--- src/rtl/spc_pkg.sv ---
// shared types, register indexes, health codes and reset values for the plausibility checker
package spc_pkg;

   localparam int unsigned SoilWidth  = 12;
   localparam int unsigned RunWidth   = 8;
   localparam int unsigned CsrIdxWidth  = 3;
   localparam int unsigned CsrDataWidth = 16;

   localparam logic [SoilWidth-1:0] SOIL_LIMIT = 12'd4095;

   typedef enum logic [1:0] {
      HEALTH_OK     = 2'd0,
      HEALTH_NOCOMM = 2'd1,
      HEALTH_RANGE  = 2'd2,
      HEALTH_INCONS = 2'd3
   } health_type;

   typedef enum logic [CsrIdxWidth-1:0] {
      REG_SOIL_STEP_LIMIT      = 3'd0,
      REG_LEAF_TEMP_MIN        = 3'd1,
      REG_LEAF_TEMP_MAX        = 3'd2,
      REG_LEAF_AIR_DELTA_LIMIT = 3'd3,
      REG_AIR_TEMP_MIN         = 3'd4,
      REG_AIR_TEMP_MAX         = 3'd5,
      REG_HUMIDITY_MAX         = 3'd6,
      REG_PERSIST_COUNT        = 3'd7
   } reg_idx_type;

   typedef struct packed {
      logic                 soil_ok;
      logic [15:0]          soil_raw;
      logic                 leaf_ok;
      logic signed [15:0]   leaf_temp;
      logic                 air_ok;
      logic signed [15:0]   air_temp;
      logic                 humidity_ok;
      logic [15:0]          humidity;
      logic                 lux_ok;
      logic [15:0]          lux_raw;
   } sample_type;

   typedef struct packed {
      logic [1:0] soil_health;
      logic [1:0] leaf_health;
      logic [1:0] air_humidity_health;
      logic [1:0] lux_health;
   } health_set_type;

   typedef struct packed {
      logic [SoilWidth-1:0] soil_step_limit;
      logic signed [15:0]   leaf_temp_min;
      logic signed [15:0]   leaf_temp_max;
      logic [15:0]          leaf_air_delta_limit;
      logic signed [15:0]   air_temp_min;
      logic signed [15:0]   air_temp_max;
      logic [15:0]          humidity_max;
      logic [RunWidth-1:0]  persist_count;
   } cfg_type;

   typedef struct packed {
      reg_idx_type             index;
      logic [CsrDataWidth-1:0] data;
   } csr_write_type;

   localparam cfg_type CFG_RESET = '{
      soil_step_limit:      12'd500,
      leaf_temp_min:        -16'sd1000,
      leaf_temp_max:        16'sd6000,
      leaf_air_delta_limit: 16'd1000,
      air_temp_min:         -16'sd2000,
      air_temp_max:         16'sd6000,
      humidity_max:         16'd10000,
      persist_count:        8'd3
   };

endpackage

--- src/rtl/spc_if.sv ---
// valid/ready channel interfaces for samples, health results and register writes
interface spc_req_if;
   import spc_pkg::*;
   logic       valid;
   logic       ready;
   sample_type payload;
   modport source (output valid, output payload, input ready);
   modport sink   (input valid, input payload, output ready);
endinterface

interface spc_rsp_if;
   import spc_pkg::*;
   logic           valid;
   logic           ready;
   health_set_type payload;
   modport source (output valid, output payload, input ready);
   modport sink   (input valid, input payload, output ready);
endinterface

interface spc_csr_if;
   import spc_pkg::*;
   logic          valid;
   logic          ready;
   csr_write_type payload;
   modport source (output valid, output payload, input ready);
   modport sink   (input valid, input payload, output ready);
endinterface

--- src/rtl/spc_cfg_regs.sv ---
// configuration register file written through the csr channel
module spc_cfg_regs (
   input  logic            clock,
   input  logic            reset,
   spc_csr_if.sink         csr_ch,
   output spc_pkg::cfg_type cfg
);
   import spc_pkg::*;

   cfg_type cfg_ff;
   cfg_type cfg_in;

   assign csr_ch.ready = 1'b1;
   assign cfg = cfg_ff;

   always_comb begin
      cfg_in = cfg_ff;
      if (csr_ch.valid) begin
         case (csr_ch.payload.index)
            REG_SOIL_STEP_LIMIT:
               cfg_in.soil_step_limit = csr_ch.payload.data[SoilWidth-1:0];
            REG_LEAF_TEMP_MIN:        cfg_in.leaf_temp_min = $signed(csr_ch.payload.data);
            REG_LEAF_TEMP_MAX:        cfg_in.leaf_temp_max = $signed(csr_ch.payload.data);
            REG_LEAF_AIR_DELTA_LIMIT: cfg_in.leaf_air_delta_limit = csr_ch.payload.data;
            REG_AIR_TEMP_MIN:         cfg_in.air_temp_min = $signed(csr_ch.payload.data);
            REG_AIR_TEMP_MAX:         cfg_in.air_temp_max = $signed(csr_ch.payload.data);
            REG_HUMIDITY_MAX:         cfg_in.humidity_max = csr_ch.payload.data;
            REG_PERSIST_COUNT:
               cfg_in.persist_count = csr_ch.payload.data[RunWidth-1:0];
            default:                  cfg_in = cfg_ff;
         endcase
      end
   end

   always_ff @(posedge clock) begin
      if (reset) begin
         cfg_ff <= CFG_RESET;
      end else begin
         cfg_ff <= cfg_in;
      end
   end

endmodule

--- src/rtl/spc_check.sv ---
// per-sample plausibility logic with the running soil, leaf-delta and dark history
module spc_check (
   input  logic                   clock,
   input  logic                   reset,
   input  logic                   advance,
   input  spc_pkg::sample_type    sample,
   input  spc_pkg::cfg_type       cfg,
   output spc_pkg::health_set_type health
);
   import spc_pkg::*;

   logic [SoilWidth-1:0] prev_soil_ff, prev_soil_in;
   logic                 prev_seen_ff, prev_seen_in;
   logic [RunWidth-1:0]  delta_run_ff, delta_run_in;
   logic [RunWidth-1:0]  dark_run_ff, dark_run_in;

   logic [SoilWidth-1:0] soil_val;
   logic [SoilWidth-1:0] soil_diff;
   logic                 soil_in_range;
   logic signed [16:0]   leaf_air_diff;
   logic [16:0]          leaf_air_abs;
   logic                 leaf_in_range;
   logic                 air_in_range;
   logic [RunWidth-1:0]  delta_bump;
   logic [RunWidth-1:0]  dark_bump;

   assign soil_val      = sample.soil_raw[SoilWidth-1:0];
   assign soil_in_range = (sample.soil_raw[15:SoilWidth] == '0) && (soil_val <= SOIL_LIMIT);
   assign soil_diff     = (soil_val >= prev_soil_ff) ? soil_val - prev_soil_ff
                                                     : prev_soil_ff - soil_val;

   assign leaf_in_range = (sample.leaf_temp >= cfg.leaf_temp_min) &&
                          (sample.leaf_temp <= cfg.leaf_temp_max);
   assign leaf_air_diff = 17'(sample.leaf_temp) - 17'(sample.air_temp);
   assign leaf_air_abs  = leaf_air_diff[16] ? 17'(-leaf_air_diff) : 17'(leaf_air_diff);

   assign air_in_range  = (sample.air_temp >= cfg.air_temp_min) &&
                          (sample.air_temp <= cfg.air_temp_max) &&
                          (sample.humidity <= cfg.humidity_max);

   // run counters stop once they reach the persistence count
   assign delta_bump = (delta_run_ff < cfg.persist_count) ? delta_run_ff + 1'b1 : delta_run_ff;
   assign dark_bump  = (dark_run_ff < cfg.persist_count) ? dark_run_ff + 1'b1 : dark_run_ff;

   always_comb begin
      prev_soil_in = prev_soil_ff;
      prev_seen_in = prev_seen_ff;
      delta_run_in = delta_run_ff;
      dark_run_in  = dark_run_ff;

      if (!sample.soil_ok) begin
         health.soil_health = HEALTH_NOCOMM;
      end else if (!soil_in_range) begin
         health.soil_health = HEALTH_RANGE;
      end else begin
         // a flagged step still becomes the new reference reading
         prev_soil_in = soil_val;
         prev_seen_in = 1'b1;
         health.soil_health = (prev_seen_ff && (soil_diff > cfg.soil_step_limit))
                              ? HEALTH_RANGE : HEALTH_OK;
      end

      if (!sample.leaf_ok) begin
         health.leaf_health = HEALTH_NOCOMM;
         delta_run_in = '0;
      end else if (!leaf_in_range) begin
         health.leaf_health = HEALTH_RANGE;
         delta_run_in = '0;
      end else if (sample.air_ok && (leaf_air_abs > {1'b0, cfg.leaf_air_delta_limit})) begin
         delta_run_in = delta_bump;
         health.leaf_health = (delta_bump >= cfg.persist_count) ? HEALTH_INCONS : HEALTH_OK;
      end else begin
         delta_run_in = '0;
         health.leaf_health = HEALTH_OK;
      end

      if (!sample.air_ok || !sample.humidity_ok) begin
         health.air_humidity_health = HEALTH_NOCOMM;
      end else if (!air_in_range) begin
         health.air_humidity_health = HEALTH_RANGE;
      end else begin
         health.air_humidity_health = HEALTH_OK;
      end

      if (!sample.lux_ok) begin
         health.lux_health = HEALTH_NOCOMM;
         dark_run_in = '0;
      end else if (sample.lux_raw == '0) begin
         dark_run_in = dark_bump;
         health.lux_health = (dark_bump >= cfg.persist_count) ? HEALTH_INCONS : HEALTH_OK;
      end else begin
         dark_run_in = '0;
         health.lux_health = HEALTH_OK;
      end
   end

   always_ff @(posedge clock) begin
      if (reset) begin
         prev_soil_ff <= '0;
         prev_seen_ff <= 1'b0;
         delta_run_ff <= '0;
         dark_run_ff  <= '0;
      end else if (advance) begin
         prev_soil_ff <= prev_soil_in;
         prev_seen_ff <= prev_seen_in;
         delta_run_ff <= delta_run_in;
         dark_run_ff  <= dark_run_in;
      end
   end

endmodule

--- src/rtl/sensor_plausibility_check.sv ---
// an accepted sample set passes through the input register and the result register
// throughput: one sample set per cycle unless rsp_ch stalls; the input register and the
//   result register let a new transfer in while the previous result still waits
// reset: synchronous, active high; restores the register defaults and clears the soil
//   history and both run counters; the csr channel is always ready
module sensor_plausibility_check (
   input  logic      clock,
   input  logic      reset,
   spc_req_if.sink   req_ch,
   spc_rsp_if.source rsp_ch,
   spc_csr_if.sink   csr_ch
);
   import spc_pkg::*;

   logic           in_valid_ff;
   sample_type     in_data_ff;
   logic           out_valid_ff, out_valid_in;
   health_set_type out_data_ff;
   health_set_type health;
   cfg_type        cfg;
   logic           advance;

   // the input stage moves on when the result register is empty or being emptied
   assign advance      = in_valid_ff && (!out_valid_ff || rsp_ch.ready);
   assign req_ch.ready = !in_valid_ff || advance;
   assign out_valid_in = advance || (out_valid_ff && !rsp_ch.ready);

   assign rsp_ch.valid   = out_valid_ff;
   assign rsp_ch.payload = out_data_ff;

   spc_cfg_regs u_cfg (
      .clock  (clock),
      .reset  (reset),
      .csr_ch (csr_ch),
      .cfg    (cfg)
   );

   spc_check u_check (
      .clock   (clock),
      .reset   (reset),
      .advance (advance),
      .sample  (in_data_ff),
      .cfg     (cfg),
      .health  (health)
   );

   always_ff @(posedge clock) begin
      if (reset) begin
         in_valid_ff  <= 1'b0;
         out_valid_ff <= 1'b0;
      end else begin
         if (req_ch.ready) begin
            in_valid_ff <= req_ch.valid;
         end
         out_valid_ff <= out_valid_in;
      end
   end

   always_ff @(posedge clock) begin
      if (req_ch.valid && req_ch.ready) begin
         in_data_ff <= req_ch.payload;
      end
      if (advance) begin
         out_data_ff <= health;
      end
   end

`ifndef ASSERT_OFF
   a_fill_result: assert property (@(posedge clock) disable iff (reset)
      in_valid_ff && !out_valid_ff |=> out_valid_ff)
      else $error("held sample did not reach the result register");

   a_no_overrun: assert property (@(posedge clock) disable iff (reset)
      req_ch.valid && req_ch.ready && in_valid_ff |-> advance)
      else $error("input register overwritten before it moved on");

   a_code_sets: assert property (@(posedge clock) disable iff (reset)
      out_valid_ff |-> (out_data_ff.soil_health != HEALTH_INCONS) &&
                       (out_data_ff.air_humidity_health != HEALTH_INCONS) &&
                       (out_data_ff.lux_health != HEALTH_RANGE))
      else $error("health code outside the set for its channel");

   a_result_held: assert property (@(posedge clock) disable iff (reset)
      out_valid_ff && !rsp_ch.ready |=> !$past(advance) || $past(in_valid_ff))
      else $error("result register loaded while stalled");
`endif

endmodule

--- src/flat_wrapper.sv ---
// flat-port wrapper written by rule: the top's interface ports become plain ports
module sensor_plausibility_check_flat import spc_pkg::*;
  (clock, reset, req_ch_valid, req_ch_payload, req_ch_ready, rsp_ch_valid, rsp_ch_payload, rsp_ch_ready, csr_ch_valid, csr_ch_payload, csr_ch_ready);
  spc_req_if req_ch_i ();
  spc_rsp_if rsp_ch_i ();
  spc_csr_if csr_ch_i ();
  input  logic clock;
  input  logic reset;
  input wire logic [$bits(req_ch_i.valid)-1:0] req_ch_valid;
  input wire logic [$bits(req_ch_i.payload)-1:0] req_ch_payload;
  output wire logic [$bits(req_ch_i.ready)-1:0] req_ch_ready;
  output wire logic [$bits(rsp_ch_i.valid)-1:0] rsp_ch_valid;
  output wire logic [$bits(rsp_ch_i.payload)-1:0] rsp_ch_payload;
  input wire logic [$bits(rsp_ch_i.ready)-1:0] rsp_ch_ready;
  input wire logic [$bits(csr_ch_i.valid)-1:0] csr_ch_valid;
  input wire logic [$bits(csr_ch_i.payload)-1:0] csr_ch_payload;
  output wire logic [$bits(csr_ch_i.ready)-1:0] csr_ch_ready;
  assign req_ch_i.valid = req_ch_valid;
  assign req_ch_i.payload = req_ch_payload;
  assign req_ch_ready = req_ch_i.ready;
  assign rsp_ch_valid = rsp_ch_i.valid;
  assign rsp_ch_payload = rsp_ch_i.payload;
  assign rsp_ch_i.ready = rsp_ch_ready;
  assign csr_ch_i.valid = csr_ch_valid;
  assign csr_ch_i.payload = csr_ch_payload;
  assign csr_ch_ready = csr_ch_i.ready;
  sensor_plausibility_check u_core (.clock(clock), .reset(reset), .req_ch(req_ch_i), .rsp_ch(rsp_ch_i), .csr_ch(csr_ch_i));
endmodule
--- config.mk ---
export PLATFORM = sky130hd
export DESIGN_NAME = sensor_plausibility_check_flat
export DESIGN_NICKNAME = d
export VERILOG_FILES = /design/src/rtl/spc_pkg.sv /design/src/rtl/spc_if.sv /design/src/rtl/spc_cfg_regs.sv /design/src/rtl/spc_check.sv /design/src/rtl/sensor_plausibility_check.sv /design/src/flat_wrapper.sv
export SDC_FILE = /design/constraint.sdc
export NUM_CORES = 1
export LEC_CHECK = 0
export BUFFER_PORTS_ARGS = -buffer_cell sky130_fd_sc_hd__buf_2
export CAP_MARGIN = 20
export CORE_AREA = 2 2 197 248
export DETAILED_ROUTE_END_ITERATION = 7
export DIE_AREA = 0 0 199 250
export PLACE_DENSITY = 0.48
export SLEW_MARGIN = 20
export SYNTH_ARGS = -nofsm -noshare
export SYNTH_HDL_FRONTEND = slang
export SYNTH_SLANG_ARGS = --single-unit
--- constraint.sdc ---
create_clock -name clock -period 10.2 [get_ports clock]
set_input_delay 2.04 -clock clock [delete_from_list [all_inputs] [get_ports clock]]
set_output_delay 2.04 -clock clock [all_outputs]
set_load 0.01 [all_outputs]
Yosys cells after proc, flatten, opt, wreduce, memory -nomap -nowiden:

Index checks and enable logic that the tools add are counted.

* bits in registers: 240
* ROM bits: 0
* bits in writable memories: 0
* memories kept: 0
* word-level logic and storage cells: 103
* output and inout bits: 11
* latch bits: 0
* bits of input ports: 109

* $mul: 0
* $lt $le $gt $ge: 13
* add/subtract/negate cells: 6
* shift-type cells: 0
* muxes and demuxes: 17
* divide/modulo/power cells: 0
* bitwise logic cells: 0
* reduce and logical (&&, ||, !) cells: 31
* equality and inequality tests: 7

Operator list (count)
* $mux W8: 7
* $le A16 B16 Y1: 3
* $ge A16 B16 Y1: 2
* $sub A12 B12 Y12: 2
* $reduce_and A2 Y1: 9
* $gt A17 B16 Y1: 1
* $mux W17: 1
* $neg A17 Y17: 1
* $sub A16 B16 Y17: 1
* $add A8 B1 Y8 const B: 2
* $ge A8 B8 Y1: 2
* $logic_not A16 Y1: 1
* $lt A8 B8 Y1: 2
* $mux W2: 7
* $eq A3 B3 Y1 const B: 4
* $ge A12 B12 Y1: 1
* $gt A12 B12 Y1: 1
* $le A12 B12 Y1 const B: 1
* $mux W12: 1
* $logic_and A1 B1 Y1: 9
* $eq A3 B2 Y1 const B: 2
* $logic_not A1 Y1: 5
* $logic_not A4 Y1: 1
* $logic_or A1 B1 Y1: 4
* 4 further kinds: 4

Depth between registers and ports, before layout:

Gate-level depths: netlist (run 1).

* depth after elaboration: 8
* depth in mapped cells: 22

Cells and area by module:

Synthesis (run 1) repeated with hierarchy kept, for this count alone.

* cells, all modules: 1482
* area, all modules: 14559.0 µm²

Modules (own cells, without submodules)
* spc_check: times used 1, area an instance 7120.6 µm², sequential area each 580.6 µm², cells each 952
* spc_cfg_regs: times used 1, area an instance 4541.9 µm², sequential area each 2322.2 µm², cells each 427
* sensor_plausibility_check: times used 1, area an instance 2896.5 µm², sequential area each 2832.7 µm², cells each 103

Worst setup path after synthesis (run 1):

No wires, ideal clock.

* path type: input to register
* start: in rsp_ch_ready
* end: reg u_core.in_data_ff[0] in the netlist's numbering, enable pin
* path slack: 5515 ps
* library setup time: 453 ps
* buffers on the path: 0
* arrival time: 4231 ps
* data required time: 9747 ps
* stages: 3
* cell sequence: nor2b_1 nand2_1 and2_1

* word-level cells in the longest chain between the ends: 4

Ends and longest elaborated chain
* start, declared: line flat_wrapper.sv:14 `input wire logic [$bits(rsp_ch_i.ready)-1:0] rsp_ch_ready;`
* $logic_or A1 B1 Y1: line sensor_plausibility_check.sv:24 `assign advance = in_valid_ff && (!out_valid_ff || rsp_ch.ready);`
* $logic_and A1 B1 Y1: line sensor_plausibility_check.sv:24
* $logic_or A1 B1 Y1: line sensor_plausibility_check.sv:25 `assign req_ch.ready = !in_valid_ff || advance;`
* via req_ch_ready: line flat_wrapper.sv:11 `output wire logic [$bits(req_ch_i.ready)-1:0] req_ch_ready;`
* $logic_and A1 B1 Y1: line sensor_plausibility_check.sv:60 `if (req_ch.valid && req_ch.ready) begin`
* end signal, assigned: line sensor_plausibility_check.sv:61 `in_data_ff <= req_ch.payload;`
* end, declared: line sensor_plausibility_check.sv:16 `sample_type in_data_ff;`

The timed path passes the listed nets, and every way through them passes these cells.
A chain may end at the register's enable or synchronous reset.

Final worst setup path (run 1):

* start: reg u_core.in_data_ff[34] in the netlist's numbering
* end: reg u_core.out_data_ff (netlist bit u_core.rsp_ch.payload[5]), data pin

* word-level cells in the longest chain between the ends: 7

Ends and longest elaborated chain
* $sub A16 B16 Y17 (*): line spc_check.sv:34 `assign leaf_air_diff = 17'(sample.leaf_temp) - 17'(sample.air_temp);`
* $neg A17 Y17: line spc_check.sv:35 `assign leaf_air_abs = leaf_air_diff[16] ? 17'(-leaf_air_diff) : 17'(leaf_air_diff);`
* $mux W17 (*): line spc_check.sv:35
* $gt A17 B16 Y1 (*): line spc_check.sv:69 `end else if (sample.air_ok && (leaf_air_abs > {1'b0, cfg.leaf_air_delta_limit})) begin`
* $logic_and A1 B1 Y1 (*): line spc_check.sv:69
* $mux W2 (*): line spc_check.sv:69
* $mux W2 (*): line spc_check.sv:66 `end else if (!leaf_in_range) begin`
* end signal, assigned: line sensor_plausibility_check.sv:64 `out_data_ff <= health;`
* end, declared: line sensor_plausibility_check.sv:18 `health_set_type out_data_ff;`

Every way passes the cells marked *; elsewhere a longest branch is shown, timed or not.

==> results of run 1 <==
==> worst max path at each step <==
stage	start	end	slack, ps	cells past startpoint
after floorplan	rsp_ch_ready	u_core.in_data_ff[0]	5520	3
after global placement	u_core.in_data_ff[34]	u_core.rsp_ch.payload[5]	5390	19
after detailed placement	u_core.in_data_ff[34]	u_core.rsp_ch.payload[4]	5310	18
after CTS	u_core.in_data_ff[34]	u_core.rsp_ch.payload[4]	5290	18
after global routing	u_core.in_data_ff[34]	u_core.rsp_ch.payload[4]	4890	18
final	u_core.in_data_ff[34]	u_core.rsp_ch.payload[5]	5320	19
==> layer usage <==
metal | track usage, % | vias up | routed length, um
met5 | 0 | - | 68
met4 | 6.57 | 10 | 1510
met1 | 18.6 | 5094 | 16500
met2 | 29.0 | 168 | 19800
li1 | - | 5673 | -
met3 | 2.68 | 84 | 1600
==> where the power goes <==
group | total (mW) | internal, mW | switching (mW)
clock network | 0.909 | 0.498 | 0.410
logic | 0.384 | 0.151 | 0.234
registers | 1.05 | 1.03 | 0.0209
total | 2.35 | 1.68 | 0.665
==> sequential cells by signal, indices dropped and copies added, names as in the netlist <==
name / count
u_core.u_check.prev_seen_ff: 1
u_core.u_check.prev_soil_ff: 12
u_core.u_check.dark_run_ff: 8
u_core.in_valid_ff: 1
u_core.u_cfg.cfg: 116
u_core.rsp_ch.payload: 8
u_core.rsp_ch.valid: 1
u_core.u_check.delta_run_ff: 8
u_core.in_data_ff: 85
==> cells by family (layout without fill, tap and decap cells) <==
kind of cell | after synthesis | after routing
simple gates | 484 | 484
compound gates | 369 | 369
flops | 240 | 240
buf+inv | 229 | 351
fa+ha+maj | 183 | 183
xor+xnor | 49 | 49
mux | 14 | 14
other cells | 1 | 5
==> per-stage QoR <==
stage | hold slack (ps) | utilization (%)
floorplan | 422 | -
global placement | 442 | 32.2
detailed placement | 447 | 32.2
CTS | 456 | 33.9
global route | 472 | 33.9
finish | 453 | 33.9
==> cell usage in the layout, fill, tap and decap left out, types with 30 or more instances in the layout <==
cell type  instances
nand2_1          242
ha_1             180
inv_1            172
a21oi_1          150
dfxtp_1          147
buf_2            117
nor2_1            98
edfxtp_1          93
o211ai_1          53
a21o_1            49
o21ai_0           30
==> cells in the mapped netlist (3+ instances only) <==
cell type / count / area (sq um)
ha_1: 180 / 2250
nor2_1: 98 / 368
nand2_1: 242 / 908
o21a_1: 13 / 97.6
o311ai_0: 3 / 26.3
inv_1: 172 / 646
buf_1: 7 / 26.3
and3_1: 3 / 18.8
o211ai_1: 53 / 398
clkbuf_1: 38 / 143
a21o_1: 49 / 368
nand4_1: 23 / 144
fa_1: 3 / 60.1
or3_1: 3 / 18.8
dfxtp_1: 147 / 2940
o21ai_0: 30 / 150
xor2_1: 27 / 236
o21bai_1: 7 / 52.6
nand2b_1: 19 / 119
o22ai_1: 4 / 25.0
edfxtp_1: 93 / 2790
nor4_1: 12 / 75.1
nor3_1: 23 / 115
o21ai_1: 3 / 15.0
o2111ai_1: 3 / 26.3
a31oi_1: 5 / 31.3
and2_1: 4 / 25.0
nand3_1: 25 / 125
nor2b_1: 22 / 138
clkbuf_2: 8 / 40.0
a211oi_1: 13 / 97.6
xnor2_1: 22 / 193
mux2i_1: 10 / 100
a32oi_1: 6 / 52.6
o31ai_1: 3 / 22.5
mux2_2: 4 / 45.0
a21oi_1: 150 / 751
==> worst max-delay path: cells and delay by family, from the launching register on <==
kind / cells / cell delay (ps)
flops: 1 / 380
fa+ha+maj: 3 / 890
compound gates: 11 / 1990
simple gates: 5 / 1340
==> layout make-up <==
cell class	instances	share of cell area [%]
diodes	4	0.0620
flip-flops and latches	240	35.5
multi-input cells	1100	46.3
repair buffers	129	4.18
clock inverters	11	0.426
clock buffers	39	4.52
well taps	644	4.99
inverters	172	4.00
==> flow_summary.toml, run 1 <==
[synthesis]
synthAdderAreaFrac_pct = 16.4
synth-simple-area-share_pct = 15.2
syn_area_per_cell_sq_um = 8.98
yosys_warnings = 0
synth_edf_count = 93
synth.mux.area_fraction_pct = 1.03
synth_top_family_by_area = "compound AO/OA/AOI/OAI gates"
synth_area_sq_um = 14100
syn_inst = 1569
yosysSeqAreaShare_pct = 40.7
async_flop_share_pct = 0
synth_ff_type = "dfxtp_1"
yosys_register_bits = 240
synth_xor_area_share_pct = 3.05
synth_nets = 1861
synth_compound_area_share_pct = 17.3
synth.distinct_cells = 71

[worst_setup_path]
critPathLaunchType = "flop"
max_stage_delay_ps = 540
crit_top_cell = "o21a_1"
path_max_fanout = 15
slowest_stage = "or4_1"
rr_endpoint = "u_core.rsp_ch.payload[5]"
critPathCaptureType = "flop"
cp.arrival_ps = 5180
cp.required_ps = 10500
r2r-start = "u_core.in_data_ff[34]"
worstSetupPathType = "flop to flop"
rrSetupSlack_ps = 5320
r2r_cells = 19
crit_chain = "ha_1, fa_1, nand2b_1, a211oi_1, o21ai_1, or4_1, nand2_1, nor2_1, a21oi_1, ha_1, nor2b_1, o21a_1, o21a_1, o21a_1, o21ai_0, a21oi_1, a31o_1, o21ai_4, a21boi_0"

[clock_tree]
post_cts_resized = 0
cts.htree.levels = 1
clock-sinks = 240
cts_root_buffer = "clkbuf_16"
cts_hold_buf = 0
clk_path_buf_depth = 3
clk_latency_ps = 570
postCtsSetupRepairBufs = 0
clkTransAtPathRegs_ps = 60
cts_tree = "yes"
cts-buffers-inserted = 27

[global_route]
grt_pass1_wl_um = 61600
track_usage_pct = 16.1
grt_remaining_overflow = 0
antenna_found_initial = 10
grt_pass1_vias = 11100
grt_max_degree = 59

[run_status]
status = "completed"

[timing]
fin_ws_ps = 5320
finalSetupViolCount = 0
finClkSkew_ps = 25.3
layout_min_cycle_time_ps = 4880
worst_slew_pin_slew_ps = 908
fmax_mhz = 205
slew-limit-headroom_pct = 39.3
setup_tns_ps = 0
grt_setup_unrepaired = "false"
finalHoldViolCount = 0
final_max_slew_viol_count = 0
period_share_pct = 47.8

[floorplanning]
die_w_um = 199
core-area_sq_um = 47600
start_util_pct = 29.6
pin_count = 120
fp.dieArea_sq_um = 49800
die_h_um = 250
rows = 90

[placement]
port_buffers = 118
dp_slack_ps = 5310
dp.final_hpwl_um = 29700
numPlacedInstances = 2285
dpl_cell_area_sq_um = 15300
place.gp.congestion = 0.849

[hold_path]
hold_path_depth = 2
hold_path.class = "flop to flop"
hold_start = "u_core.u_cfg.cfg[41]"
whs_endpoint = "u_core.u_cfg.cfg[41]"

[route]
vias = 11000
drt-wirelength-per-cell_um = 16.9
ant_nets = 0
viasPerCell = 4.72
routed_wl_um = 39500
first_iter_violations = 647
remaining_drc_errors = 0
first_pass_iters = 5

[layout]
multi_input_area_sq_um = 7480
fill_cells = 5006
stdcell_area_sq_um = 16200
nets = 1962
regArea_sq_um = 5740
synthToLayoutAreaGrowth_pct = 14.6
drive_gt1_share_pct = 10.9
instances_no_fill = 2339

[power_and_ir_drop]
peakVddDrop_mv = 0.115
powerDensity_nw_per_um2 = 145
finalPower_mw = 2.35
p_leak_nw = 6.95

[run]
maxCapViolations = 0
No activity file was read; power rests on OpenSTA's default activity.
==> run 2: changes to the inputs <==
Clock period 10.2 ns to 4.6 ns, I/O delays scaled along.
==> run 2 against run 1 <==
  * Clock power grew 150%
  * Worst setup slack got worse by 5100 ps
  * Sequential share of layout area fell by 1.5 points
  * Sequential cell count did not move
  * Clock skew shrank 14 ps
  * Routed wire length grew 2.7%
  * Non-clock buffer count rose by 55
==> flow_summary.toml, run 2 (synthesis gave the netlist of run 1 again) <==
[clock_tree]
cts_hold_buf = 0
cts.htree.levels = 1
cts_tree = "yes"
cts-buffers-inserted = 28
clock-sinks = 240
cts_root_buffer = "clkbuf_16"
clkTransAtPathRegs_ps = 70
clk_path_buf_depth = 3
clk_latency_ps = 560

[timing]
fmax_mhz = 227
period_share_pct = 95.8
finalSetupViolCount = 0
finClkSkew_ps = 11.7
finalHoldViolCount = 0
worst_slew_pin_slew_ps = 1050
grt_setup_unrepaired = "false"
slew-limit-headroom_pct = 29.8
layout_min_cycle_time_ps = 4400
setup_tns_ps = 0
fin_ws_ps = 195
final_max_slew_viol_count = 0

[worst_setup_path]
cp.required_ps = 4900
worstSetupPathType = "flop to flop"
slowest_stage = "edfxtp_1"
crit_chain = "ha_2, fa_1, nand2b_1, a211oi_2, buf_4, nor2b_1, o31ai_2, buf_4, mux2i_2, nor2b_1, a31oi_1, xor2_1, ha_1, nand3_2, nor4_2, nand4_1, nand3_1, a21oi_2, a31o_4, o21ai_4, o31ai_4"
critPathTopFamily = "compound AO/OA/AOI/OAI gates"
r2r_cells = 21
path_max_fanout = 5
max_stage_delay_ps = 400
rr_endpoint = "u_core.rsp_ch.payload[4]"
r2r-start = "u_core.in_data_ff[34]"
critPathCaptureType = "flop"
cp_num_buf_inv = 2
rrSetupSlack_ps = 200
critPathLaunchType = "flop"
cp.arrival_ps = 4700

[global_route]
grt_max_degree = 82
antenna_found_initial = 6
use_met3_pct = 2.38
grt_remaining_overflow = 0
grtUsageMet1_pct = 18.9
grtUsageMet2_pct = 29.6
grt_most_used_layer = "met2"
grt_pass1_wl_um = 62200
track_usage_pct = 16.2
grt_pass1_vias = 11200

[hold_path]
hold_path_depth = 2
whs_endpoint = "u_core.u_cfg.cfg[11]"
hold_start = "u_core.u_cfg.cfg[11]"
hold_path.class = "flop to flop"

[floorplanning]
fp.dieArea_sq_um = 49800
start_util_pct = 29.6
pin_count = 120
die_h_um = 250
die_w_um = 199
core-area_sq_um = 47600
rows = 90

[power_and_ir_drop]
peakVddDrop_mv = 0.264
p_leak_nw = 7.31
p_comb_share_pct = 17.9
p_sw_share_pct = 27.6
switching_power_mw = 1.54
p_int_mw = 4.03
powerDensity_nw_per_um2 = 331
pwr-share-clk_pct = 40.2
finalPower_mw = 5.57
seq_power_share_pct = 41.9

[route]
vias = 11400
routed_wl_um = 40600
ant_nets = 0
drt-wirelength-per-cell_um = 16.9
first_pass_iters = 4
remaining_drc_errors = 0
viasPerCell = 4.76
first_iter_violations = 527

[layout]
largest_reg_flops = 116
final_core_util_pct = 35.4
mostFrequentLayoutCell = "nand2_1"
layout_common_cells = "241 x nand2_1, 179 x ha_1, 172 x inv_1"
drive_gt1_share_pct = 15.4
nets = 2020
synthToLayoutAreaGrowth_pct = 19.6

[run_status]
status = "completed"

[placement]
port_buffers = 118
dp.final_hpwl_um = 30200
dp_slack_ps = -51.4
place.gp.congestion = 0.855

[run]
maxCapViolations = 0
-- run 2: how the worst max path moves through the flow --
stage	startpoint	cells past startpoint	slack [ps]	endpoint
after floorplan	u_core.in_data_ff[34]	21	140	u_core.rsp_ch.payload[5]
after global placement	u_core.in_data_ff[34]	20	5	u_core.rsp_ch.payload[5]
after detailed placement	u_core.in_data_ff[34]	20	-50	u_core.rsp_ch.payload[5]
after CTS	u_core.in_data_ff[34]	21	0.3	u_core.rsp_ch.payload[5]
after global routing	u_core.in_data_ff[34]	21	8	u_core.rsp_ch.payload[5]
final	u_core.in_data_ff[34]	21	200	u_core.rsp_ch.payload[4]
-- run 2: layout make-up --
class,instances,area [sq um]
antenna,2,5.00
clock buffer,44,885
clock inverter,8,51.3
fill,4903,30800
inverter,172,646
multi-input combinational,1102,7630
sequential,240,5740
tap,644,806
timing repair buffer,184,1100
-- run 2: tightest hold or removal path, stage by stage (launching register included) --
cell,delay (ps)
dfxtp_1,310
nand2_1,50
a21oi_1,50
-- run 2: repair_timing --
item                                    4_1_cts  5_1_grt
endpoints found under the hold margin         0        0
cloned                                        0        2
gates resized for setup                       3       27
endpoints found under the setup margin        9       11
pin swaps                                     0        7
setup buffers                                 0        3
-- run 2: power groups by stage --
stage,Clock [mW],Combinational [mW],Sequential (mW)
6_report,2.24,0.996,2.33
5_1_grt,2.39,1.11,2.34
4_1_cts,2.32,0.951,2.34
3_5_place_dp,0,0.940,2.38
3_3_place_gp,0,0.933,2.38
2_1_floorplan,0,0.606,2.37
-- run 2: metal layers --
metal | up-vias | share of wire [%]
met3 | 77 | 3.6
met2 | 186 | 52
met5 | - | 0.086
met4 | 6 | 3.9
met1 | 5337 | 41
li1 | 5796 | -
-- run 2: through the flow --
step / std cells / hold slack [ps] / area (sq um)
floorplan: 1569 / 422 / 14100
global placement: 2337 / 443 / 15700
detailed placement: 2337 / 448 / 15700
CTS: 2389 / 457 / 16700
global route: 2396 / 470 / 16900
finish: 2396 / 454 / 16900
